$ cat src/design/p2rd_pkg.sv
// ---------------------------------------------------------------------------
// p2rd_pkg: shared definitions for the power-of-two radix digit emitter
// Field widths, radix and status codes, the queue entry and digit helpers.
// ---------------------------------------------------------------------------
package p2rd_pkg;

   localparam int P2RD_WORD_BITS   = 32;
   localparam int P2RD_QUEUE_DEPTH = 2;

   localparam int VALUE_W = 32;
   localparam int RADIX_W = 6;
   localparam int CHAR_W  = 7;
   localparam int SHIFT_W = 3;
   localparam int POS_W   = 5;
   localparam int DIGIT_W = 5;

   localparam logic [RADIX_W-1:0] RADIX_BIN  = 6'd2;
   localparam logic [RADIX_W-1:0] RADIX_QUAT = 6'd4;
   localparam logic [RADIX_W-1:0] RADIX_OCT  = 6'd8;
   localparam logic [RADIX_W-1:0] RADIX_HEX  = 6'd16;
   localparam logic [RADIX_W-1:0] RADIX_B32  = 6'd32;

   localparam logic [SHIFT_W-1:0] SHIFT_NONE = 3'd0;
   localparam logic [SHIFT_W-1:0] SHIFT_BIN  = 3'd1;
   localparam logic [SHIFT_W-1:0] SHIFT_QUAT = 3'd2;
   localparam logic [SHIFT_W-1:0] SHIFT_OCT  = 3'd3;
   localparam logic [SHIFT_W-1:0] SHIFT_HEX  = 3'd4;
   localparam logic [SHIFT_W-1:0] SHIFT_B32  = 3'd5;

   localparam logic STATUS_OK        = 1'b0;
   localparam logic STATUS_BAD_RADIX = 1'b1;

   localparam logic [CHAR_W-1:0]  CHAR_ZERO  = 7'h30;
   localparam logic [CHAR_W-1:0]  CHAR_A     = 7'h41;
   localparam logic [CHAR_W-1:0]  CHAR_ERROR = 7'h00;
   localparam logic [DIGIT_W-1:0] DIGIT_TEN  = 5'd10;

   // One classified transaction waiting for the digit engine.
   typedef struct packed {
      logic [VALUE_W-1:0] value;   // masked word
      logic [SHIFT_W-1:0] shift;   // bits per digit
      logic [POS_W-1:0]   offset;  // bit offset of the top emitted digit
      logic               err;     // invalid radix
   } p2rd_entry_type;

   function automatic logic [CHAR_W-1:0] digit_to_ascii(input logic [DIGIT_W-1:0] d);
      if (d < DIGIT_TEN) begin
         return CHAR_ZERO + {{(CHAR_W-DIGIT_W){1'b0}}, d};
      end
      return CHAR_A + {{(CHAR_W-DIGIT_W){1'b0}}, d - DIGIT_TEN};
   endfunction

   function automatic logic [DIGIT_W-1:0] digit_mask(input logic [SHIFT_W-1:0] shift);
      case (shift)
         SHIFT_BIN:  return 5'b00001;
         SHIFT_QUAT: return 5'b00011;
         SHIFT_OCT:  return 5'b00111;
         SHIFT_HEX:  return 5'b01111;
         SHIFT_B32:  return 5'b11111;
         default:    return 5'b00000;
      endcase
   endfunction

endpackage

$ cat src/design/p2rd_if.sv
// ---------------------------------------------------------------------------
// p2rd_if: request and response channels
// Valid/ready channels carrying the word and radix in, digit characters out.
// ---------------------------------------------------------------------------
interface p2rd_req_if;
   import p2rd_pkg::*;

   logic               valid;
   logic               ready;
   logic [VALUE_W-1:0] value;
   logic [RADIX_W-1:0] radix;

   modport source (output valid, output value, output radix, input ready);
   modport sink   (input valid, input value, input radix, output ready);
endinterface

interface p2rd_rsp_if;
   import p2rd_pkg::*;

   logic              valid;
   logic              ready;
   logic [CHAR_W-1:0] digit_char;
   logic              last;
   logic              status;

   modport source (output valid, output digit_char, output last, output status, input ready);
   modport sink   (input valid, input digit_char, input last, input status, output ready);
endinterface

$ cat src/design/p2rd_front.sv
// ---------------------------------------------------------------------------
// p2rd_front: request classifier
// Decode the radix, mask the word and locate the top nonzero digit.
// ---------------------------------------------------------------------------
module p2rd_front #(
   parameter int WORD_BITS = p2rd_pkg::P2RD_WORD_BITS
) (
   p2rd_req_if.sink               req_bus,
   input  logic                   push_ready,
   output logic                   push_valid,
   output p2rd_pkg::p2rd_entry_type push_entry
);
   import p2rd_pkg::*;

   localparam int SIG_BITS = (WORD_BITS < VALUE_W) ? WORD_BITS : VALUE_W;
   localparam logic [VALUE_W-1:0] WORD_MASK = {VALUE_W{1'b1}} >> (VALUE_W - SIG_BITS);

   logic [VALUE_W-1:0] masked;
   logic [POS_W-1:0]   msb_pos;
   logic [10:0]        prod3;
   logic [8:0]         prod5;
   logic [3:0]         quot3;
   logic [2:0]         quot5;
   logic [POS_W-1:0]   offset3;
   logic [POS_W-1:0]   offset5;

   always_comb begin
      masked = req_bus.value & WORD_MASK;
      // priority encode the highest set bit; a zero word keeps position 0
      msb_pos = '0;
      for (int i = 0; i < VALUE_W; i++) begin
         if (masked[i]) begin
            msb_pos = POS_W'(i);
         end
      end
      // divide by 3 and 5 through reciprocal multiplies, exact for 5-bit positions
      prod3   = {6'b0, msb_pos} * 11'd43;
      prod5   = {4'b0, msb_pos} * 9'd13;
      quot3   = prod3[10:7];
      quot5   = prod5[8:6];
      offset3 = {quot3, 1'b0} + {1'b0, quot3};
      offset5 = {quot5, 2'b00} + {2'b00, quot5};

      push_entry.value  = masked;
      push_entry.err    = 1'b0;
      push_entry.shift  = SHIFT_NONE;
      push_entry.offset = '0;
      case (req_bus.radix)
         RADIX_BIN: begin
            push_entry.shift  = SHIFT_BIN;
            push_entry.offset = msb_pos;
         end
         RADIX_QUAT: begin
            push_entry.shift  = SHIFT_QUAT;
            push_entry.offset = {msb_pos[POS_W-1:1], 1'b0};
         end
         RADIX_OCT: begin
            push_entry.shift  = SHIFT_OCT;
            push_entry.offset = offset3;
         end
         RADIX_HEX: begin
            push_entry.shift  = SHIFT_HEX;
            push_entry.offset = {msb_pos[POS_W-1:2], 2'b00};
         end
         RADIX_B32: begin
            push_entry.shift  = SHIFT_B32;
            push_entry.offset = offset5;
         end
         default: begin
            push_entry.err = 1'b1;
         end
      endcase

      push_valid    = req_bus.valid;
      req_bus.ready = push_ready;
   end

endmodule

$ cat src/design/p2rd_queue.sv
// ---------------------------------------------------------------------------
// p2rd_queue: classified transaction queue
// Small register FIFO between the classifier and the digit engine.
// ---------------------------------------------------------------------------
module p2rd_queue #(
   parameter int DEPTH = p2rd_pkg::P2RD_QUEUE_DEPTH
) (
   input  logic                     clock,
   input  logic                     reset,
   input  logic                     push_valid,
   output logic                     push_ready,
   input  p2rd_pkg::p2rd_entry_type push_entry,
   output logic                     pop_valid,
   input  logic                     pop_ready,
   output p2rd_pkg::p2rd_entry_type pop_entry
);
   import p2rd_pkg::*;

   localparam int PTR_W = (DEPTH > 1) ? $clog2(DEPTH) : 1;
   localparam int CNT_W = $clog2(DEPTH + 1);

   p2rd_entry_type   slot_ff [DEPTH];
   logic [PTR_W-1:0] wr_ptr_ff, wr_ptr_in;
   logic [PTR_W-1:0] rd_ptr_ff, rd_ptr_in;
   logic [CNT_W-1:0] count_ff, count_in;
   logic             push, pop;

   always_comb begin
      push_ready = (count_ff != CNT_W'(DEPTH));
      pop_valid  = (count_ff != '0);
      pop_entry  = slot_ff[rd_ptr_ff];
      push       = push_valid && push_ready;
      pop        = pop_valid && pop_ready;

      wr_ptr_in = wr_ptr_ff;
      rd_ptr_in = rd_ptr_ff;
      count_in  = count_ff;
      if (push) begin
         wr_ptr_in = (wr_ptr_ff == PTR_W'(DEPTH - 1)) ? '0 : wr_ptr_ff + 1'b1;
      end
      if (pop) begin
         rd_ptr_in = (rd_ptr_ff == PTR_W'(DEPTH - 1)) ? '0 : rd_ptr_ff + 1'b1;
      end
      if (push && !pop) begin
         count_in = count_ff + 1'b1;
      end else if (pop && !push) begin
         count_in = count_ff - 1'b1;
      end
   end

   always_ff @(posedge clock) begin
      if (reset) begin
         wr_ptr_ff <= '0;
         rd_ptr_ff <= '0;
         count_ff  <= '0;
      end else begin
         wr_ptr_ff <= wr_ptr_in;
         rd_ptr_ff <= rd_ptr_in;
         count_ff  <= count_in;
      end
   end

   always_ff @(posedge clock) begin
      if (push) begin
         slot_ff[wr_ptr_ff] <= push_entry;
      end
   end

endmodule

$ cat src/design/p2rd_back.sv
// ---------------------------------------------------------------------------
// p2rd_back: digit engine
// Walk the offset down one digit a cycle into the response register when free.
// ---------------------------------------------------------------------------
module p2rd_back (
   input  logic                     clock,
   input  logic                     reset,
   input  logic                     pop_valid,
   output logic                     pop_ready,
   input  p2rd_pkg::p2rd_entry_type pop_entry,
   p2rd_rsp_if.source               rsp_bus
);
   import p2rd_pkg::*;

   p2rd_entry_type    cur_ff, cur_in;
   logic              busy_ff, busy_in;
   logic              rsp_valid_ff, rsp_valid_in;
   logic [CHAR_W-1:0] char_ff, char_in;
   logic              last_ff, last_in;
   logic              status_ff, status_in;
   logic              out_free, emit, done;
   logic [VALUE_W-1:0] shifted;
   logic [DIGIT_W-1:0] digit;

   always_comb begin
      out_free  = !rsp_valid_ff || rsp_bus.ready;
      emit      = busy_ff && out_free;
      done      = emit && (cur_ff.err || (cur_ff.offset == '0));
      pop_ready = !busy_ff || done;

      shifted = cur_ff.value >> cur_ff.offset;
      digit   = shifted[DIGIT_W-1:0] & digit_mask(cur_ff.shift);

      cur_in       = cur_ff;
      busy_in      = busy_ff;
      rsp_valid_in = rsp_valid_ff;
      char_in      = char_ff;
      last_in      = last_ff;
      status_in    = status_ff;

      // drop the delivered digit, then refill from the current transaction
      if (rsp_bus.ready) begin
         rsp_valid_in = 1'b0;
      end
      if (emit) begin
         rsp_valid_in = 1'b1;
         if (cur_ff.err) begin
            char_in   = CHAR_ERROR;
            last_in   = 1'b1;
            status_in = STATUS_BAD_RADIX;
         end else begin
            char_in   = digit_to_ascii(digit);
            last_in   = (cur_ff.offset == '0);
            status_in = STATUS_OK;
         end
         cur_in.offset = cur_ff.offset - {{(POS_W-SHIFT_W){1'b0}}, cur_ff.shift};
      end
      if (done) begin
         busy_in = 1'b0;
      end
      if (pop_valid && pop_ready) begin
         cur_in  = pop_entry;
         busy_in = 1'b1;
      end
   end

   always_ff @(posedge clock) begin
      if (reset) begin
         busy_ff      <= 1'b0;
         rsp_valid_ff <= 1'b0;
      end else begin
         busy_ff      <= busy_in;
         rsp_valid_ff <= rsp_valid_in;
      end
   end

   always_ff @(posedge clock) begin
      cur_ff    <= cur_in;
      char_ff   <= char_in;
      last_ff   <= last_in;
      status_ff <= status_in;
   end

   assign rsp_bus.valid      = rsp_valid_ff;
   assign rsp_bus.digit_char = char_ff;
   assign rsp_bus.last       = last_ff;
   assign rsp_bus.status     = status_ff;

endmodule

$ cat src/design/power_of_two_radix_digits.sv
// ---------------------------------------------------------------------------
// power_of_two_radix_digits: word to radix 2/4/8/16/32 ASCII digit emitter
// Path: queue slot, engine entry register, then the response register.
// Throughput: one digit per cycle while the response channel is ready.
// Reset: synchronous, active high; clears the queue, engine and response valid.
// ---------------------------------------------------------------------------
module power_of_two_radix_digits #(
   parameter int WORD_BITS   = p2rd_pkg::P2RD_WORD_BITS,
   parameter int QUEUE_DEPTH = p2rd_pkg::P2RD_QUEUE_DEPTH
) (
   input  logic       clock,
   input  logic       reset,
   p2rd_req_if.sink   req_bus,
   p2rd_rsp_if.source rsp_bus
);
   import p2rd_pkg::*;

   // Front to queue: one classified transaction per accepted request.
   logic           push_valid;
   logic           push_ready;
   p2rd_entry_type push_entry;

   // Queue to digit engine.
   logic           pop_valid;
   logic           pop_ready;
   p2rd_entry_type pop_entry;

   // Classify in the request cycle: mask the word to WORD_BITS, decode
   // the radix and find the bit offset of the top nonzero digit. The
   // request is taken whenever the queue has a free slot.
   p2rd_front #(
      .WORD_BITS (WORD_BITS)
   ) u_front (
      .req_bus    (req_bus),
      .push_ready (push_ready),
      .push_valid (push_valid),
      .push_entry (push_entry)
   );

   // Hold classified transactions so the front keeps taking requests
   // while the engine spells out a long word.
   p2rd_queue #(
      .DEPTH (QUEUE_DEPTH)
   ) u_queue (
      .clock      (clock),
      .reset      (reset),
      .push_valid (push_valid),
      .push_ready (push_ready),
      .push_entry (push_entry),
      .pop_valid  (pop_valid),
      .pop_ready  (pop_ready),
      .pop_entry  (pop_entry)
   );

   // Advance the offset by one digit each cycle the response register
   // frees; the next transaction loads on the cycle the last digit goes out.
   p2rd_back u_back (
      .clock     (clock),
      .reset     (reset),
      .pop_valid (pop_valid),
      .pop_ready (pop_ready),
      .pop_entry (pop_entry),
      .rsp_bus   (rsp_bus)
   );

`ifndef NO_ASSERTIONS
   // An invalid radix produces a lone terminating zero character.
   a_error_form: assert property (@(posedge clock) disable iff (reset)
      (rsp_bus.valid && rsp_bus.status == STATUS_BAD_RADIX) |->
         (rsp_bus.last && rsp_bus.digit_char == CHAR_ERROR))
      else $error("error response is not a single zero character");

   // A good response is always a digit of the radix 32 alphabet.
   a_digit_range: assert property (@(posedge clock) disable iff (reset)
      (rsp_bus.valid && rsp_bus.status == STATUS_OK) |->
         ((rsp_bus.digit_char >= 7'h30 && rsp_bus.digit_char <= 7'h39) ||
          (rsp_bus.digit_char >= 7'h41 && rsp_bus.digit_char <= 7'h56)))
      else $error("digit character outside 0-9, A-V");

   // The response channel comes out of reset empty.
   a_reset_empty: assert property (@(posedge clock)
      reset |=> !rsp_bus.valid)
      else $error("response valid after reset");
`endif

endmodule

$ cat src/flat_wrapper.sv
// flat-port wrapper written by rule: the top's interface ports become plain ports
module power_of_two_radix_digits_flat import p2rd_pkg::*;
#(
   parameter int WORD_BITS   = p2rd_pkg::P2RD_WORD_BITS,
   parameter int QUEUE_DEPTH = p2rd_pkg::P2RD_QUEUE_DEPTH
)
  (clock, reset, req_bus_valid, req_bus_value, req_bus_radix, req_bus_ready, rsp_bus_valid, rsp_bus_digit_char, rsp_bus_last, rsp_bus_status, rsp_bus_ready);
  p2rd_req_if req_bus_i ();
  p2rd_rsp_if rsp_bus_i ();
  input  logic clock;
  input  logic reset;
  input wire logic [$bits(req_bus_i.valid)-1:0] req_bus_valid;
  input wire logic [$bits(req_bus_i.value)-1:0] req_bus_value;
  input wire logic [$bits(req_bus_i.radix)-1:0] req_bus_radix;
  output wire logic [$bits(req_bus_i.ready)-1:0] req_bus_ready;
  output wire logic [$bits(rsp_bus_i.valid)-1:0] rsp_bus_valid;
  output wire logic [$bits(rsp_bus_i.digit_char)-1:0] rsp_bus_digit_char;
  output wire logic [$bits(rsp_bus_i.last)-1:0] rsp_bus_last;
  output wire logic [$bits(rsp_bus_i.status)-1:0] rsp_bus_status;
  input wire logic [$bits(rsp_bus_i.ready)-1:0] rsp_bus_ready;
  assign req_bus_i.valid = req_bus_valid;
  assign req_bus_i.value = req_bus_value;
  assign req_bus_i.radix = req_bus_radix;
  assign req_bus_ready = req_bus_i.ready;
  assign rsp_bus_valid = rsp_bus_i.valid;
  assign rsp_bus_digit_char = rsp_bus_i.digit_char;
  assign rsp_bus_last = rsp_bus_i.last;
  assign rsp_bus_status = rsp_bus_i.status;
  assign rsp_bus_i.ready = rsp_bus_ready;
  power_of_two_radix_digits #(.WORD_BITS(WORD_BITS), .QUEUE_DEPTH(QUEUE_DEPTH)) u_core (.clock(clock), .reset(reset), .req_bus(req_bus_i), .rsp_bus(rsp_bus_i));
endmodule
$ cat config.mk
export PLATFORM = sky130hd
export DESIGN_NAME = power_of_two_radix_digits_flat
export DESIGN_NICKNAME = d
export VERILOG_FILES = /design/src/design/p2rd_pkg.sv /design/src/design/p2rd_if.sv /design/src/design/p2rd_front.sv /design/src/design/p2rd_queue.sv /design/src/design/p2rd_back.sv /design/src/design/power_of_two_radix_digits.sv /design/src/flat_wrapper.sv
export SDC_FILE = /design/constraint.sdc
export NUM_CORES = 1
export LEC_CHECK = 0
export BUFFER_PORTS_ARGS = -buffer_cell sky130_fd_sc_hd__buf_2
export CORE_ASPECT_RATIO = 0.7
export CORE_MARGIN = 4
export CORE_UTILIZATION = 56
export DETAILED_ROUTE_END_ITERATION = 12
export PLACE_DENSITY = 0.75
export SYNTH_ARGS = -nofsm -noshare
export SYNTH_HDL_FRONTEND = slang
export SYNTH_SLANG_ARGS = --single-unit
$ cat constraint.sdc
create_clock -name clock -period 5.7 [get_ports clock]
set_input_delay 0.285 -clock clock [delete_from_list [all_inputs] [get_ports clock]]
set_output_delay 0.285 -clock clock [all_outputs]
set_load 0.02 [all_outputs]
==> summary.md <==
| Metric | Value |
|---|---|
| WP data arrival | 5.11 ns |
| Worst EP required | 5.84 ns |
| Clk sinks | about 140 |
| Resize count post-CTS | 0 |
| Largest family of logic cells by synthesized area | multiplexers |
| Starting DRT DRC Count | 368 |
| Routed wire length on met2 | 7500 um |
| CP startpoint | req_bus_value[24] |
| Met1 WL | approximately 7400 um |
| WS Path Type | input pin to register |
| Clock-pin slew on the worst setup and hold paths | approximately 0.060 ns |
| RSZ-0062 raised after global routing | false |
| Antenna viol nets, final | 0 |
| Top delay family on crit path | adder cells |
| Top Metal Used | met4 |
| # hold bufs at CTS | 0 |
| Worst path cell trace | buf_2 -> nor4_1 -> nand2_1 -> a31oi_1 -> inv_1 -> ha_1 -> fa_1 -> fa_1 -> ha_1 -> a31oi_1 -> o21bai_1 -> a21oi_1 -> xnor2_1 -> ha_1 -> a21o_1 -> a21oi_1 -> xor2_1 -> o221ai_1 |
| Die Y | 107 um |
| Mapped Cells | roughly 560 |
| Final worst setup slack | 0.730 ns |
| Placer Congestion | between 0.8 and 0.9 |
| Root Buffer Master | clkbuf_16 |
| Post-Synth Simple-Gate Area | roughly 8.2% |
| Relative slew slack | roughly 28% |
| Final-report hold violation count | 0 |
| Tmin final | 4.97 ns |
| Mux share of post-synthesis cell area | 17.2% |
| Initial antenna violation count | 0 |
| Synthesized cell area | roughly 0.008 sq mm |
| Register area share after synthesis | 52.3% |
| Largest net degree at the start of global routing | 46 |
| Worst Min Path Start | req_bus_value[0] |
| CTS buffer count | 17 |
| Hold Path Class | input pin to register |
| Inst Count DP | slightly below 800 |
| Post-CTS Setup Bufs | 0 |
| Vias/cell | between 6 and 7 |
| Master of the slowest instance on the critical path | nor4_1 |
| Routed WL | 16000 um |
| Crit-path max FO | 6 |
| CTS tree | done |
| Complex-gate fraction of the synthesized area | ~8.4% |
| Worst skew pair latency | 0.42 ns |
| YS warnings | 0 |
| P&R area growth vs syn | 12.0% |
| Worst setup SP type | input pin |
| F_max | between 200 and 250 MHz |
| DR WL met3 | 974 um |
| Antenna diodes | 0 |
| Period Utilization, post-route | 87.2% |
| DR WL/cell | 19.8 um |
| Die width | around 150 um |
| Post-route setup TNS | 0 ns |
| First-pass GRT wire length | between 20000 and 30000 um |
| Post-Synth Adder-Cell Area | 7.37% |
| Post-synthesis cell type count | between 70 and 80 |
| Worst-case clock buffer depth | 2 |
| Status | completed |
| Post-placement setup slack | 0.336 ns |
| Peak supply drop | between 0.0002 and 0.0003 V |
| Filler cells | just under 1000 |
| Synth Register Bits | approximately 140 |
| Main flop type after synthesis | edfxtp_1 |
| Slew Limit Fails | 0 |
| Mean Syn Cell Area | 14.1 sq um |
| Setup Skew | 0.0104 ns |
| Bufs and invs on worst path | 2 |
| Post-synth ARST share | 0% |
| Post-synth EDFFs | between 100 and 150 |
| GR Util All Layers | 21.6% |
| Finished Layout Cells | slightly above 800 |
| Post-DP HPWL | roughly 11000 um |
| R2R Path Start | u_core.u_back.cur_ff[2] |
| Vias in the first global route | around 5000 |
| Total die area | 0.0160 sq mm |
| Leakage power | 0.00321 uW |
| Starting Density | around three fifths |
| Max-cap violations | 0 |
| Worst-margin pin slew | 1.08 ns |
| Layout cell share with drive strength beyond 1 | around 27% |
| Post-layout util | around 65% |
| Max incr delay on CP | ~0.65 ns |
| CP most frequent cell | ha_1 |
| IO Pins | 53 |
| Cell Pwr Density | around 540 mW/mm^2 |
| Core Area | around 0.013 sq mm |
| Htree depth | 4 |
| Area taken by flip-flops and latches | between 0.004 and 0.005 sq mm |
| Area of the multi-input gates | between 0.003 and 0.004 sq mm |
| Final setup viols | 0 |
| Net Count, Synth | between 600 and 700 |
| Nets | 695 |
| Via count | ~4900 |
| FP Rows | 35 |
| Congestion Overflow GR | 0 |
| Port Buffer Count | 52 |
| XOR/XNOR share of the synthesized area | roughly 2.7% |
| Residual DRC | 0 |
| Critical Path End Type | register |
| Pre-antenna DRT Iters | 5 |
## logic make-up (layout without fill, tap and decap cells)
family / after synthesis / count (layout)
compound gates: 90 / 90
xor+xnor: 24 / 24
fa+ha+maj: 42 / 42
buf+inv: 53 / 121
flops: 139 / 139
mux: 84 / 84
simple gates: 124 / 124
## metrics by stage
stage | area [sq um] | power [uW] | hold slack (ns)
detailed placement | 8210 | 3700 | 0.467
global placement | 8210 | 3590 | 0.444
floorplan | 7840 | 3280 | 0.354
finish | 8790 | 4780 | 0.0664
CTS | 8790 | 4790 | 0.0579
global route | 8790 | 5060 | 0.0587
## cells in the mapped netlist (4+ instances only)
library cell / count / area, sq um
ha_1: 35 / 438
nor3_1: 9 / 45.0
mux2_2: 36 / 405
o31ai_1: 4 / 30.0
nor2_1: 28 / 105
dfxtp_1: 7 / 140
mux2i_1: 12 / 120
mux4_1: 6 / 158
nand2_1: 29 / 109
a211oi_1: 6 / 45.0
inv_1: 28 / 105
edfxtp_1: 132 / 3960
o211ai_1: 5 / 37.5
fa_1: 7 / 140
nand2b_1: 7 / 43.8
xor2_1: 12 / 105
clkbuf_1: 7 / 26.3
a21oi_1: 25 / 125
nor2b_1: 11 / 68.8
clkbuf_8: 4 / 55.1
xnor2_1: 12 / 105
mux4_2: 29 / 653
nor4_1: 7 / 43.8
a31oi_1: 5 / 31.3
o21ai_0: 9 / 45.0
## where the power goes
part	total (uW)	switching (uW)	internal, uW
clock network	1080	427	648
registers	1790	273	1510
logic	1920	995	923
total	4780	1700	3080
## registers in the layout, indices dropped and copies added, names as in the netlist, named ones only
signal / flops
u_core.u_back.rsp_bus.status: 1
u_core.u_queue.slot_ff: 82
u_core.u_queue.rd_ptr_ff: 1
u_core.u_back.rsp_bus.digit_char: 7
u_core.u_back.busy_ff: 1
u_core.u_back.cur_ff: 41
u_core.u_queue.count_ff: 2
u_core.u_back.rsp_bus.valid: 1
u_core.u_back.rsp_bus.last: 1
u_core.u_queue.wr_ptr_ff: 1
## placed cells by master (no fill, tap or decap), types with 4 or more instances in the layout
master     netlist  routed
edfxtp_1       132     132
buf_2            2      52
mux2_2          36      36
ha_1            35      35
nand2_1         29      29
mux4_2          29      29
inv_1           28      28
nor2_1          28      27
a21oi_1         25      25
clkbuf_16        0      17
xor2_1          12      12
xnor2_1         12      12
mux2i_1         12      12
nor2b_1         11      11
o21ai_0          9       9
nor3_1           9       9
nand2b_1         7       7
nor4_1           7       7
fa_1             7       7
a211oi_1         6       6
mux4_1           6       6
buf_4            2       6
dfxtp_1          7       6
a31oi_1          5       5
o211ai_1         5       5
o31ai_1          4       4
## area by class of cell
cell class / count / share of cell area (%)
clock buffers: 20 / 4.97
clock inverters: 12 / 1.58
inverters: 31 / 1.32
multi-input cells: 364 / 39.3
flip-flops and latches: 139 / 46.7
well taps: 185 / 2.63
repair buffers: 58 / 3.47
## metal layers
layer / track usage [%] / vias to the layer above
met5: 0 / -
li1: - / 2282
met3: 4.82 / 13
met2: 34.1 / 168
met4: 5.49 / 0
met1: 30.8 / 2457
## worst paths after layout
kind	slack, ns	cells past startpoint	endpoint
min reg2reg	0.48	2	u_core.u_back.rsp_bus.valid
max reg2reg	1.86	8	u_core.u_back.cur_ff[31]
max	0.73	18	u_core.u_queue.slot_ff[0][5]
min	0.07	1	u_core.u_queue.slot_ff[1][9]
Note: power is estimated with default switching activity, not from simulation.
